===== src/hw/rtl/two_hand_tracker_gestures_defines.svh =====
// Assertion macros shared by the two-hand tracker RTL.
// Expects signals clk and arst_n in the scope that uses them.
`ifndef TWO_HAND_TRACKER_GESTURES_DEFINES_SVH
`define TWO_HAND_TRACKER_GESTURES_DEFINES_SVH

`ifndef ASSERT_OFF
// Same-cycle implication, disabled while reset is held.
`define THT_ASSERT_IMP(lbl, ante, cons, msg) \
	lbl: assert property (@(posedge clk) disable iff (!arst_n) (ante) |-> (cons)) \
		else $error(msg);
// Next-cycle implication, disabled while reset is held.
`define THT_ASSERT_NXT(lbl, ante, cons, msg) \
	lbl: assert property (@(posedge clk) disable iff (!arst_n) (ante) |=> (cons)) \
		else $error(msg);
`else
`define THT_ASSERT_IMP(lbl, ante, cons, msg)
`define THT_ASSERT_NXT(lbl, ante, cons, msg)
`endif

`endif


===== src/hw/rtl/tht_pkg.sv =====
// Shared types and constants of the two-hand tracker.
// No dependencies; every other RTL file except the assertion macro header uses this package.
package tht_pkg;

	localparam int COORD_BITS_DEF = 12;
	localparam int TIMER_BITS_DEF = 16;

	localparam int TIMEOUT_W  = 16;
	localparam int FALL_W     = 12;
	localparam int CFG_IDX_W  = 1;
	localparam int CFG_DATA_W = 16;

	localparam logic [TIMEOUT_W-1:0] ABSENCE_TIMEOUT_RST = 16'd500;
	localparam logic [FALL_W-1:0]    FALL_THRESHOLD_RST  = 12'd0;

	// Field slots of a packed box vector.
	localparam int BOX_X      = 0;
	localparam int BOX_Y      = 1;
	localparam int BOX_W      = 2;
	localparam int BOX_H      = 3;
	localparam int BOX_FIELDS = 4;

	typedef enum logic [1:0] {
		ACT_TICK  = 2'd0,
		ACT_BOX   = 2'd1,
		ACT_EMPTY = 2'd2,
		ACT_RSVD  = 2'd3
	} action_t;

	typedef enum logic [CFG_IDX_W-1:0] {
		CFG_ABSENCE_TIMEOUT = 1'b0,
		CFG_FALL_THRESHOLD  = 1'b1
	} cfg_idx_t;

	typedef struct packed {
		logic left;
		logic right;
	} presence_t;

endpackage


===== src/hw/rtl/tht_ifs.sv =====
// Channel interfaces of the two-hand tracker: detections, results, config.
// Depends on tht_pkg.
interface tht_det_if #(parameter int COORD_BITS = tht_pkg::COORD_BITS_DEF);
	logic                  valid;
	logic                  ready;
	logic [1:0]            action;
	logic [COORD_BITS-1:0] box_x;
	logic [COORD_BITS-1:0] box_y;
	logic [COORD_BITS-1:0] box_width;
	logic [COORD_BITS-1:0] box_height;
	logic                  last_in_frame;

	modport source(output valid, action, box_x, box_y, box_width, box_height,
		last_in_frame, input ready);
	modport sink(input valid, action, box_x, box_y, box_width, box_height,
		last_in_frame, output ready);
endinterface

interface tht_out_if #(parameter int COORD_BITS = tht_pkg::COORD_BITS_DEF);
	logic                  valid;
	logic                  ready;
	logic                  left_present;
	logic                  right_present;
	logic                  rotate_hit;
	logic                  strafe_right_hit;
	logic                  strafe_left_hit;
	logic                  fast_fall_hit;
	logic [COORD_BITS-1:0] left_pos_x;
	logic [COORD_BITS-1:0] right_pos_x;

	modport source(output valid, left_present, right_present, rotate_hit,
		strafe_right_hit, strafe_left_hit, fast_fall_hit, left_pos_x, right_pos_x,
		input ready);
	modport sink(input valid, left_present, right_present, rotate_hit,
		strafe_right_hit, strafe_left_hit, fast_fall_hit, left_pos_x, right_pos_x,
		output ready);
endinterface

interface tht_cfg_if;
	logic                              valid;
	logic                              ready;
	logic [tht_pkg::CFG_IDX_W-1:0]     index;
	logic [tht_pkg::CFG_DATA_W-1:0]    data;

	modport source(output valid, index, data, input ready);
	modport sink(input valid, index, data, output ready);
endinterface


===== src/hw/rtl/tht_track.sv =====
// Hand tracking state: candidate selection, frame resolve, absence timers.
// Depends on tht_pkg and the assertion macro header.
`include "two_hand_tracker_gestures_defines.svh"

module tht_track #(
	parameter int COORD_BITS = tht_pkg::COORD_BITS_DEF,
	parameter int TIMER_BITS = tht_pkg::TIMER_BITS_DEF
) (
	input  logic                                              clk,
	input  logic                                              arst_n,
	input  logic                                              step,
	input  tht_pkg::action_t                                  action,
	input  logic [tht_pkg::BOX_FIELDS-1:0][COORD_BITS-1:0]    box,
	input  logic                                              last,
	input  logic [tht_pkg::TIMEOUT_W-1:0]                     absence_timeout,
	output logic [tht_pkg::BOX_FIELDS-1:0][COORD_BITS-1:0]    left_box_nxt,
	output logic [tht_pkg::BOX_FIELDS-1:0][COORD_BITS-1:0]    right_box_nxt,
	output tht_pkg::presence_t                                seen_nxt
);
	import tht_pkg::*;

	localparam int CMP_W = (TIMER_BITS > TIMEOUT_W) ? TIMER_BITS : TIMEOUT_W;

	typedef logic [BOX_FIELDS-1:0][COORD_BITS-1:0] box_vec_t;
	typedef logic [TIMER_BITS-1:0]                 count_t;

	box_vec_t  left_box_q, right_box_q, best_left_q, best_right_q;
	box_vec_t  left_box_d, right_box_d, best_left_d, best_right_d;
	logic      frame_started_q, frame_started_d;
	presence_t seen_q, seen_d;
	presence_t timer_on_q, timer_on_d;
	count_t    left_count_q, right_count_q, left_count_d, right_count_d;

	function automatic logic [COORD_BITS-1:0] coord_gap(input logic [COORD_BITS-1:0] a,
		input logic [COORD_BITS-1:0] b);
		return (a > b) ? a - b : b - a;
	endfunction

	function automatic count_t count_inc(input count_t c);
		return (c == '1) ? c : c + 1'b1;
	endfunction

	always_comb begin
		left_box_d      = left_box_q;
		right_box_d     = right_box_q;
		best_left_d     = best_left_q;
		best_right_d    = best_right_q;
		frame_started_d = frame_started_q;
		seen_d          = seen_q;
		timer_on_d      = timer_on_q;
		left_count_d    = left_count_q;
		right_count_d   = right_count_q;
		unique case (action)
			ACT_TICK: begin
				if (timer_on_q.left) begin
					left_count_d = count_inc(left_count_q);
					if (CMP_W'(left_count_d) >= CMP_W'(absence_timeout)) begin
						seen_d.left     = 1'b0;
						timer_on_d.left = 1'b0;
					end
				end
				if (timer_on_q.right) begin
					right_count_d = count_inc(right_count_q);
					if (CMP_W'(right_count_d) >= CMP_W'(absence_timeout)) begin
						seen_d.right     = 1'b0;
						timer_on_d.right = 1'b0;
					end
				end
			end
			ACT_BOX: begin
				if (!frame_started_q) begin
					best_left_d  = box;
					best_right_d = box;
				end else begin
					if (coord_gap(box[BOX_X], left_box_q[BOX_X])
						< coord_gap(best_left_q[BOX_X], left_box_q[BOX_X])) begin
						best_left_d = box;
					end
					if (coord_gap(box[BOX_X], right_box_q[BOX_X])
						< coord_gap(best_right_q[BOX_X], right_box_q[BOX_X])) begin
						best_right_d = box;
					end
				end
				frame_started_d = !last;
				if (last) begin
					if (best_left_d == best_right_d) begin
						// One box for both hands: left takes it only if strictly nearer, else right (ties go right).
						if (coord_gap(best_left_d[BOX_X], left_box_q[BOX_X])
							< coord_gap(best_right_d[BOX_X], right_box_q[BOX_X])) begin
							left_box_d      = best_left_d;
							timer_on_d.left = 1'b0;
							seen_d.left     = 1'b1;
							if (!timer_on_q.right && seen_q.right) begin
								timer_on_d.right = 1'b1;
								right_count_d    = '0;
							end
						end else begin
							right_box_d      = best_right_d;
							timer_on_d.right = 1'b0;
							seen_d.right     = 1'b1;
							if (!timer_on_q.left && seen_q.left) begin
								timer_on_d.left = 1'b1;
								left_count_d    = '0;
							end
						end
					end else begin
						left_box_d  = best_left_d;
						right_box_d = best_right_d;
						seen_d      = '{left: 1'b1, right: 1'b1};
						timer_on_d  = '0;
					end
				end
			end
			ACT_EMPTY: begin
				frame_started_d = 1'b0;
				if (!timer_on_q.left && seen_q.left) begin
					timer_on_d.left = 1'b1;
					left_count_d    = '0;
				end
				if (!timer_on_q.right && seen_q.right) begin
					timer_on_d.right = 1'b1;
					right_count_d    = '0;
				end
			end
			ACT_RSVD: begin
			end
			default: begin
			end
		endcase
	end

	always_ff @(posedge clk or negedge arst_n) begin
		if (!arst_n) begin
			left_box_q      <= '0;
			right_box_q     <= '0;
			best_left_q     <= '0;
			best_right_q    <= '0;
			frame_started_q <= 1'b0;
			seen_q          <= '0;
			timer_on_q      <= '0;
			left_count_q    <= '0;
			right_count_q   <= '0;
		end else if (step) begin
			left_box_q      <= left_box_d;
			right_box_q     <= right_box_d;
			best_left_q     <= best_left_d;
			best_right_q    <= best_right_d;
			frame_started_q <= frame_started_d;
			seen_q          <= seen_d;
			timer_on_q      <= timer_on_d;
			left_count_q    <= left_count_d;
			right_count_q   <= right_count_d;
		end
	end

	assign left_box_nxt  = left_box_d;
	assign right_box_nxt = right_box_d;
	assign seen_nxt      = seen_d;

	`THT_ASSERT_IMP(a_left_timer_needs_seen, timer_on_q.left, seen_q.left, "left timer runs for absent hand")
	`THT_ASSERT_IMP(a_right_timer_needs_seen, timer_on_q.right, seen_q.right, "right timer runs for absent hand")
	`THT_ASSERT_NXT(a_frame_closes, step && (action == ACT_BOX) && last, !frame_started_q, "frame still open after last box")

endmodule


===== src/hw/rtl/tht_gesture.sv =====
// Gesture evaluation on the tracked hand boxes after a frame update.
// Depends on tht_pkg.
module tht_gesture #(
	parameter int COORD_BITS = tht_pkg::COORD_BITS_DEF
) (
	input  logic [tht_pkg::BOX_FIELDS-1:0][COORD_BITS-1:0] left_box,
	input  logic [tht_pkg::BOX_FIELDS-1:0][COORD_BITS-1:0] right_box,
	input  tht_pkg::presence_t                             seen,
	input  logic [tht_pkg::FALL_W-1:0]                     fall_threshold,
	output logic                                           rotate_hit,
	output logic                                           strafe_right_hit,
	output logic                                           strafe_left_hit,
	output logic                                           fast_fall_hit
);
	import tht_pkg::*;

	localparam int RW = COORD_BITS + 1;
	localparam int FW = (COORD_BITS > FALL_W) ? COORD_BITS : FALL_W;

	logic                  both;
	logic [RW-1:0]         reach, right_x, reach_gap;
	logic [COORD_BITS-1:0] y_gap;
	logic                  tall_gap, left_higher;

	always_comb begin
		both      = seen.left && seen.right;
		reach     = RW'(left_box[BOX_X]) + RW'(left_box[BOX_W]);
		right_x   = RW'(right_box[BOX_X]);
		reach_gap = (reach > right_x) ? reach - right_x : right_x - reach;
		y_gap     = (left_box[BOX_Y] > right_box[BOX_Y])
			? left_box[BOX_Y] - right_box[BOX_Y] : right_box[BOX_Y] - left_box[BOX_Y];
		tall_gap    = y_gap > (left_box[BOX_H] >> 1);
		left_higher = left_box[BOX_Y] < right_box[BOX_Y];

		rotate_hit       = both && (reach_gap < RW'(left_box[BOX_W] >> 1));
		strafe_right_hit = both && tall_gap && left_higher;
		strafe_left_hit  = both && tall_gap && !left_higher;
		fast_fall_hit    = both && (FW'(left_box[BOX_Y]) > FW'(fall_threshold))
			&& (FW'(right_box[BOX_Y]) > FW'(fall_threshold));
	end

endmodule


===== src/hw/rtl/two_hand_tracker_gestures.sv =====
// Two-hand tracker with gesture detection, top level.
// Depends on tht_pkg, tht_ifs, tht_track, tht_gesture and the macro header.
//
// Usage:
//  - det carries one beat per tick, detected box or empty-frame marker.
//    A box beat with last_in_frame set, or an empty-frame beat, closes a
//    frame and yields exactly one result beat on res; other beats yield none.
//  - cfg writes absence_timeout (index 0) and fall_threshold (index 1);
//    it is always ready and must only be used while the block is idle.
//  - Throughput: one det beat per cycle, sustained, while res keeps up.
//  - Path: a frame-closing beat goes from det into the input stage, then
//    through the track update into the snapshot stage, then through the
//    gesture logic into the result register, which drives res.
//  - Tracking state updates as the beat leaves the input stage, so every
//    beat sees the state left by the one before it.
//  - Stall: when res holds a result with res.ready low and the snapshot
//    stage is full, a frame-closing beat waits in the input stage and
//    det.ready drops, so no beat of any kind enters behind it meanwhile.
//  - Reset clears the tracked boxes, presence, timers and all valid flags;
//    absence_timeout returns to 500 and fall_threshold to 0.
`include "two_hand_tracker_gestures_defines.svh"

module two_hand_tracker_gestures #(
	parameter int COORD_BITS = tht_pkg::COORD_BITS_DEF,
	parameter int TIMER_BITS = tht_pkg::TIMER_BITS_DEF
) (
	input  logic       clk,
	input  logic       arst_n,
	tht_det_if.sink    det,
	tht_cfg_if.sink    cfg,
	tht_out_if.source  res
);
	import tht_pkg::*;

	typedef logic [BOX_FIELDS-1:0][COORD_BITS-1:0] box_vec_t;

	// Configuration registers
	logic [TIMEOUT_W-1:0] absence_timeout_q;
	logic [FALL_W-1:0]    fall_threshold_q;

	// Input stage
	logic     valid_s1;
	action_t  action_s1;
	box_vec_t box_s1;
	logic     last_s1;

	// Snapshot stage: tracked state after a frame-closing beat
	logic      valid_s2;
	box_vec_t  left_box_s2, right_box_s2;
	presence_t seen_s2;

	// Result register
	logic                  out_valid_q;
	presence_t             seen_q;
	logic                  rotate_q, strafe_right_q, strafe_left_q, fast_fall_q;
	logic [COORD_BITS-1:0] left_x_q, right_x_q;

	// Handshake and pipeline control
	logic det_acc, s1_res, s1_adv, s2_load, s2_free, out_load;

	// Track and gesture outputs
	box_vec_t  left_box_nxt, right_box_nxt;
	presence_t seen_nxt;
	logic      rotate_c, strafe_right_c, strafe_left_c, fast_fall_c;

	// Configuration writes: always take the beat.
	assign cfg.ready = 1'b1;

	always_ff @(posedge clk or negedge arst_n) begin
		if (!arst_n) begin
			absence_timeout_q <= ABSENCE_TIMEOUT_RST;
			fall_threshold_q  <= FALL_THRESHOLD_RST;
		end else if (cfg.valid) begin
			unique case (cfg_idx_t'(cfg.index))
				CFG_ABSENCE_TIMEOUT: absence_timeout_q <= cfg.data[TIMEOUT_W-1:0];
				CFG_FALL_THRESHOLD:  fall_threshold_q  <= cfg.data[FALL_W-1:0];
				default: begin
				end
			endcase
		end
	end

	// A beat in the input stage needs the snapshot stage only if it closes
	// a frame; everything else advances unconditionally.
	assign s1_res   = valid_s1 && (((action_s1 == ACT_BOX) && last_s1)
		|| (action_s1 == ACT_EMPTY));
	assign out_load = valid_s2 && (!out_valid_q || res.ready);
	assign s2_free  = !valid_s2 || out_load;
	assign s1_adv   = valid_s1 && (!s1_res || s2_free);
	assign s2_load  = s1_adv && s1_res;
	assign det.ready = !valid_s1 || s1_adv;
	assign det_acc  = det.valid && det.ready;

	always_ff @(posedge clk or negedge arst_n) begin
		if (!arst_n) begin
			valid_s1    <= 1'b0;
			valid_s2    <= 1'b0;
			out_valid_q <= 1'b0;
		end else begin
			if (det_acc) begin
				valid_s1 <= 1'b1;
			end else if (s1_adv) begin
				valid_s1 <= 1'b0;
			end
			if (s2_load) begin
				valid_s2 <= 1'b1;
			end else if (out_load) begin
				valid_s2 <= 1'b0;
			end
			if (out_load) begin
				out_valid_q <= 1'b1;
			end else if (res.ready) begin
				out_valid_q <= 1'b0;
			end
		end
	end

	// Payload registers: hold unless a new beat loads them.
	always_ff @(posedge clk) begin
		if (det_acc) begin
			action_s1         <= action_t'(det.action);
			box_s1[BOX_X]     <= det.box_x;
			box_s1[BOX_Y]     <= det.box_y;
			box_s1[BOX_W]     <= det.box_width;
			box_s1[BOX_H]     <= det.box_height;
			last_s1           <= det.last_in_frame;
		end
		if (s2_load) begin
			left_box_s2  <= left_box_nxt;
			right_box_s2 <= right_box_nxt;
			seen_s2      <= seen_nxt;
		end
		if (out_load) begin
			seen_q         <= seen_s2;
			rotate_q       <= rotate_c;
			strafe_right_q <= strafe_right_c;
			strafe_left_q  <= strafe_left_c;
			fast_fall_q    <= fast_fall_c;
			left_x_q       <= left_box_s2[BOX_X];
			right_x_q      <= right_box_s2[BOX_X];
		end
	end

	tht_track #(
		.COORD_BITS(COORD_BITS),
		.TIMER_BITS(TIMER_BITS)
	) u_track (
		.clk             (clk),
		.arst_n          (arst_n),
		.step            (s1_adv),
		.action          (action_s1),
		.box             (box_s1),
		.last            (last_s1),
		.absence_timeout (absence_timeout_q),
		.left_box_nxt    (left_box_nxt),
		.right_box_nxt   (right_box_nxt),
		.seen_nxt        (seen_nxt)
	);

	tht_gesture #(
		.COORD_BITS(COORD_BITS)
	) u_gesture (
		.left_box         (left_box_s2),
		.right_box        (right_box_s2),
		.seen             (seen_s2),
		.fall_threshold   (fall_threshold_q),
		.rotate_hit       (rotate_c),
		.strafe_right_hit (strafe_right_c),
		.strafe_left_hit  (strafe_left_c),
		.fast_fall_hit    (fast_fall_c)
	);

	assign res.valid            = out_valid_q;
	assign res.left_present     = seen_q.left;
	assign res.right_present    = seen_q.right;
	assign res.rotate_hit       = rotate_q;
	assign res.strafe_right_hit = strafe_right_q;
	assign res.strafe_left_hit  = strafe_left_q;
	assign res.fast_fall_hit    = fast_fall_q;
	assign res.left_pos_x       = left_x_q;
	assign res.right_pos_x      = right_x_q;

	`THT_ASSERT_NXT(a_det_lands, det_acc, valid_s1, "accepted beat missing from input stage")
	`THT_ASSERT_IMP(a_close_waits, s1_res && !s2_free, !s1_adv, "frame close overran a full snapshot stage")
	`THT_ASSERT_NXT(a_result_loads, out_load, out_valid_q, "snapshot moved without a result")

endmodule

===== src/flat_wrapper.sv =====
// flat-port wrapper written by rule: the top's interface ports become plain ports
module two_hand_tracker_gestures_flat import tht_pkg::*;
#(
	parameter int COORD_BITS = tht_pkg::COORD_BITS_DEF,
	parameter int TIMER_BITS = tht_pkg::TIMER_BITS_DEF
)
  (clk, arst_n, det_valid, det_action, det_box_x, det_box_y, det_box_width, det_box_height, det_last_in_frame, det_ready, cfg_valid, cfg_index, cfg_data, cfg_ready, res_valid, res_left_present, res_right_present, res_rotate_hit, res_strafe_right_hit, res_strafe_left_hit, res_fast_fall_hit, res_left_pos_x, res_right_pos_x, res_ready);
  tht_det_if #(.COORD_BITS(COORD_BITS)) det_i ();
  tht_cfg_if cfg_i ();
  tht_out_if #(.COORD_BITS(COORD_BITS)) res_i ();
  input  logic clk;
  input  logic arst_n;
  input wire logic [$bits(det_i.valid)-1:0] det_valid;
  input wire logic [$bits(det_i.action)-1:0] det_action;
  input wire logic [$bits(det_i.box_x)-1:0] det_box_x;
  input wire logic [$bits(det_i.box_y)-1:0] det_box_y;
  input wire logic [$bits(det_i.box_width)-1:0] det_box_width;
  input wire logic [$bits(det_i.box_height)-1:0] det_box_height;
  input wire logic [$bits(det_i.last_in_frame)-1:0] det_last_in_frame;
  output wire logic [$bits(det_i.ready)-1:0] det_ready;
  input wire logic [$bits(cfg_i.valid)-1:0] cfg_valid;
  input wire logic [$bits(cfg_i.index)-1:0] cfg_index;
  input wire logic [$bits(cfg_i.data)-1:0] cfg_data;
  output wire logic [$bits(cfg_i.ready)-1:0] cfg_ready;
  output wire logic [$bits(res_i.valid)-1:0] res_valid;
  output wire logic [$bits(res_i.left_present)-1:0] res_left_present;
  output wire logic [$bits(res_i.right_present)-1:0] res_right_present;
  output wire logic [$bits(res_i.rotate_hit)-1:0] res_rotate_hit;
  output wire logic [$bits(res_i.strafe_right_hit)-1:0] res_strafe_right_hit;
  output wire logic [$bits(res_i.strafe_left_hit)-1:0] res_strafe_left_hit;
  output wire logic [$bits(res_i.fast_fall_hit)-1:0] res_fast_fall_hit;
  output wire logic [$bits(res_i.left_pos_x)-1:0] res_left_pos_x;
  output wire logic [$bits(res_i.right_pos_x)-1:0] res_right_pos_x;
  input wire logic [$bits(res_i.ready)-1:0] res_ready;
  assign det_i.valid = det_valid;
  assign det_i.action = det_action;
  assign det_i.box_x = det_box_x;
  assign det_i.box_y = det_box_y;
  assign det_i.box_width = det_box_width;
  assign det_i.box_height = det_box_height;
  assign det_i.last_in_frame = det_last_in_frame;
  assign det_ready = det_i.ready;
  assign cfg_i.valid = cfg_valid;
  assign cfg_i.index = cfg_index;
  assign cfg_i.data = cfg_data;
  assign cfg_ready = cfg_i.ready;
  assign res_valid = res_i.valid;
  assign res_left_present = res_i.left_present;
  assign res_right_present = res_i.right_present;
  assign res_rotate_hit = res_i.rotate_hit;
  assign res_strafe_right_hit = res_i.strafe_right_hit;
  assign res_strafe_left_hit = res_i.strafe_left_hit;
  assign res_fast_fall_hit = res_i.fast_fall_hit;
  assign res_left_pos_x = res_i.left_pos_x;
  assign res_right_pos_x = res_i.right_pos_x;
  assign res_i.ready = res_ready;
  two_hand_tracker_gestures #(.COORD_BITS(COORD_BITS), .TIMER_BITS(TIMER_BITS)) u_core (.clk(clk), .arst_n(arst_n), .det(det_i), .cfg(cfg_i), .res(res_i));
endmodule

===== config.mk =====
export PLATFORM = sky130hd
export DESIGN_NAME = two_hand_tracker_gestures_flat
export DESIGN_NICKNAME = d
export VERILOG_FILES = /design/src/hw/rtl/tht_pkg.sv /design/src/hw/rtl/tht_ifs.sv /design/src/hw/rtl/tht_track.sv /design/src/hw/rtl/tht_gesture.sv /design/src/hw/rtl/two_hand_tracker_gestures.sv /design/src/flat_wrapper.sv
export VERILOG_INCLUDE_DIRS = /design/src /design/src/hw/rtl
export SDC_FILE = /design/constraint.sdc
export NUM_CORES = 1
export LEC_CHECK = 0
export ABC_AREA = 1
export BUFFER_PORTS_ARGS = -buffer_cell sky130_fd_sc_hd__buf_2
export CAP_MARGIN = 20
export CORE_MARGIN = 2
export CORE_UTILIZATION = 40
export CTS_CLUSTER_SIZE = 28
export DETAILED_ROUTE_END_ITERATION = 8
export HOLD_SLACK_MARGIN = 0.03
export PLACE_DENSITY = 0.65
export SKIP_LAST_GASP = 1
export SLEW_MARGIN = 20
export SYNTH_ARGS = -nofsm -noshare
export SYNTH_HDL_FRONTEND = slang
export SYNTH_HIERARCHICAL = 1
export SYNTH_SLANG_ARGS = --single-unit
export TNS_END_PERCENT = 50

===== constraint.sdc =====
create_clock -name clk -period 9.4 [get_ports clk]
set_input_delay 2.35 -clock clk [delete_from_list [all_inputs] [get_ports clk]]
set_output_delay 2.35 -clock clk [all_outputs]
set_load 0.01 [all_outputs]

==> qor.yml <==
floorplan:
  io_pins: 106
  core_mm2: 0.0756
  initial_core_util_pct: 40.2
  die_x_um: 280
  die-area_mm2: 0.0782
  die_y_um: 280
  rows: 101
synthesis:
  avgSynthCellArea_um2: 7.39
  synthCells: 4113
  synth_area_mm2: 0.0304
  ys_warn_count: 6
  synth_nets: 4514
cells_and_area:
  seqCellArea_mm2: 0.0105
  final_nets: 4572
  diodes: 0
  syn_to_final_growth_pct: 10.8
  final_cell_mix: "1259 x nand2_1, 553 x inv_1, 311 x ha_1"
  layout-drive-gt1-share_pct: 7.53
  final_common_cell: "nand2_1"
  num-fill-cells: 7594
  multi_input_area_mm2: 0.0171
  design_area_mm2: 0.0337
power:
  p_switching_w: 0.00713
  seq_power_share_pct: 18.4
  internal_power_w: 0.00644
  swShare_pct: 52.5
  pwr-share-comb_pct: 66.5
  power_leakage_nw: 17.2
  max-vdd-ir-drop_uv: 474
  power.density_mw_per_mm2: 403
  power_frac_clock_pct: 15.1
placed_design:
  dp_hpwl_um: 68300
  portBuffers: 104
  place_congestion: 0.970
  post-place-ws_ps: 506
  place_area_mm2: 0.0319
critical_path:
  ff2ff_path_depth: 46
  worstPathMaxFanout: 25
  critPathMostFrequentCell: "nand2_1"
  cp_data_arrival_time_ps: 9020
  reg2reg_from: "u_core/u_track/left_box_q[5]"
  cp_slowest_cell: "dfrtp_1"
  worstReg2RegEnd: "u_core/right_box_s2[4]"
  r2r_slack_ps: 720
  cp.required_ps: 9740
  crit_path_end_kind: "register"
  max_stage_delay_ps: 520
  cp-start-kind: "register"
  crit_type: "register to register"
clock_network:
  ctsHoldBuffers: 0
  cts_buffer_depth: 3
  clkTransAtPathRegs_ps: 70
  cts_root_buf: "clkbuf_16"
  h-tree-depth: 2
  clk_latency_ps: 610
  cts_sinks: 389
  cts_tree: "yes"
  numCtsBuffers: 47
global_route:
  grt_overflow_total: 0
  grt_pass1_wl_um: 141000
  antenna_found_initial: 2
  first_global_vias: 24866
  grt_start_max_net_pins: 148
  grt.total_usage_pct: 22.9
hold_path:
  hold_class: "register to register"
  worstHoldStart: "u_core/seen_s2[1]"
  min_to: "u_core/res.left_present"
  hold_depth: 0
timing:
  setup_viol: 0
  skew_ps: 37.3
  drv_slew: 0
  fin_crit_sh_pct: 92.3
  worst_pin_slew_ps: 970
  setup_tns_ps: 0
  final_period_minus_worst_setup_slack_ps: 8680
  fmax_mhz: 115
  grt_setup_unrepaired: "false"
  slew_headroom_pct: 35.4
  final_hold_viol_count: 0
  fin_ws_ps: 722
job:
  cap_violations: 0
route:
  routedWlPerCell_um: 17.4
  drtIter0Drc: 2683
  dr.pass1.iters: 5
  drc: 0
  routed_via_density: 5.21
  detail-route-antenna-nets: 0
  wl_um: 90300
  vias: 27018
status:
  status: "finished, final reports clean"
-- worst max path at each step --
stage / start / end / slack [ps]
finish: u_core/u_track/left_box_q[5] / u_core/right_box_s2[4] / 720
global route: u_core/u_track/left_box_q[5] / u_core/u_track/right_count_q[0] / 70
CTS: u_core/u_track/left_box_q[5] / u_core/left_box_s2[41] / 420
detailed placement: u_core/u_track/left_box_q[5] / u_core/left_box_s2[47] / 510
global placement: u_core/u_track/left_box_q[5] / u_core/right_box_s2[1] / 480
floorplan: u_core/u_track/right_box_q[1] / u_core/right_box_s2[10] / 1960
-- area by class of cell --
cell class	count	area share [%]
Timing Repair Buffer	153	2.80
Clock inverter	25	1.10
Sequential cell	389	31.2
Multi-Input combinational cell	3015	50.9
Clock buffer	62	4.03
Tap cell	978	3.63
Inverter	565	6.31
-- timing repair --
action	in CTS	in global routing
resized for setup	0	14
endpoints found under the setup margin	0	180
setup buffers	0	1
-- critical path, delay by kind of cell (launching register included) --
kind	cells	cell delay (ps)
flops	1	520
mux	1	380
buf+inv	6	880
compound gates	12	2230
fa+ha+maj	5	1690
simple gates	20	2370
xor+xnor	2	300
-- power groups by stage --
stage | registers [W] | logic, W | clock network [W]
CTS | 0.00249 | 0.00887 | 0.00210
global route | 0.00254 | 0.0102 | 0.00217
detailed placement | 0.00252 | 0.00882 | 0
floorplan | 0.00241 | 0.00649 | 0
finish | 0.00250 | 0.00903 | 0.00205
global placement | 0.00251 | 0.00876 | 0
-- routing by layer --
layer	track usage [%]	vias to the layer above	routed length, um
li1	-	13462	-
met1	32.2	12531	41300
met4	7.12	4	2710
met2	34.7	864	38900
met5	0	-	28
met3	5.23	157	7400
-- sequential cells by signal, indices dropped and copies added, names as in the netlist, 16 cells and up --
signal and cells:
u_core/box_s1 48, u_core/u_track/best_left_q 48, u_core/u_track/best_right_q 48, u_core/left_box_s2 47
u_core/u_track/left_box_q 47, u_core/right_box_s2 24, u_core/u_track/right_box_q 24, u_core/absence_timeout_q 16
u_core/u_track/left_count_q 16, u_core/u_track/right_count_q 16
-- stage by stage --
step | power, W | std cells | hold WS, ps | util [%]
3_5_place_dp | 0.0113 | 5099 | 436 | 42.2
6_report | 0.0136 | 5187 | 447 | 44.5
2_1_floorplan | 0.00890 | 4113 | 426 | -
5_1_grt | 0.0149 | 5187 | 466 | 44.5
4_1_cts | 0.0135 | 5186 | 449 | 44.5
3_3_place_gp | 0.0113 | 5099 | 439 | 42.2
Power figures use the tool's default switching activity.
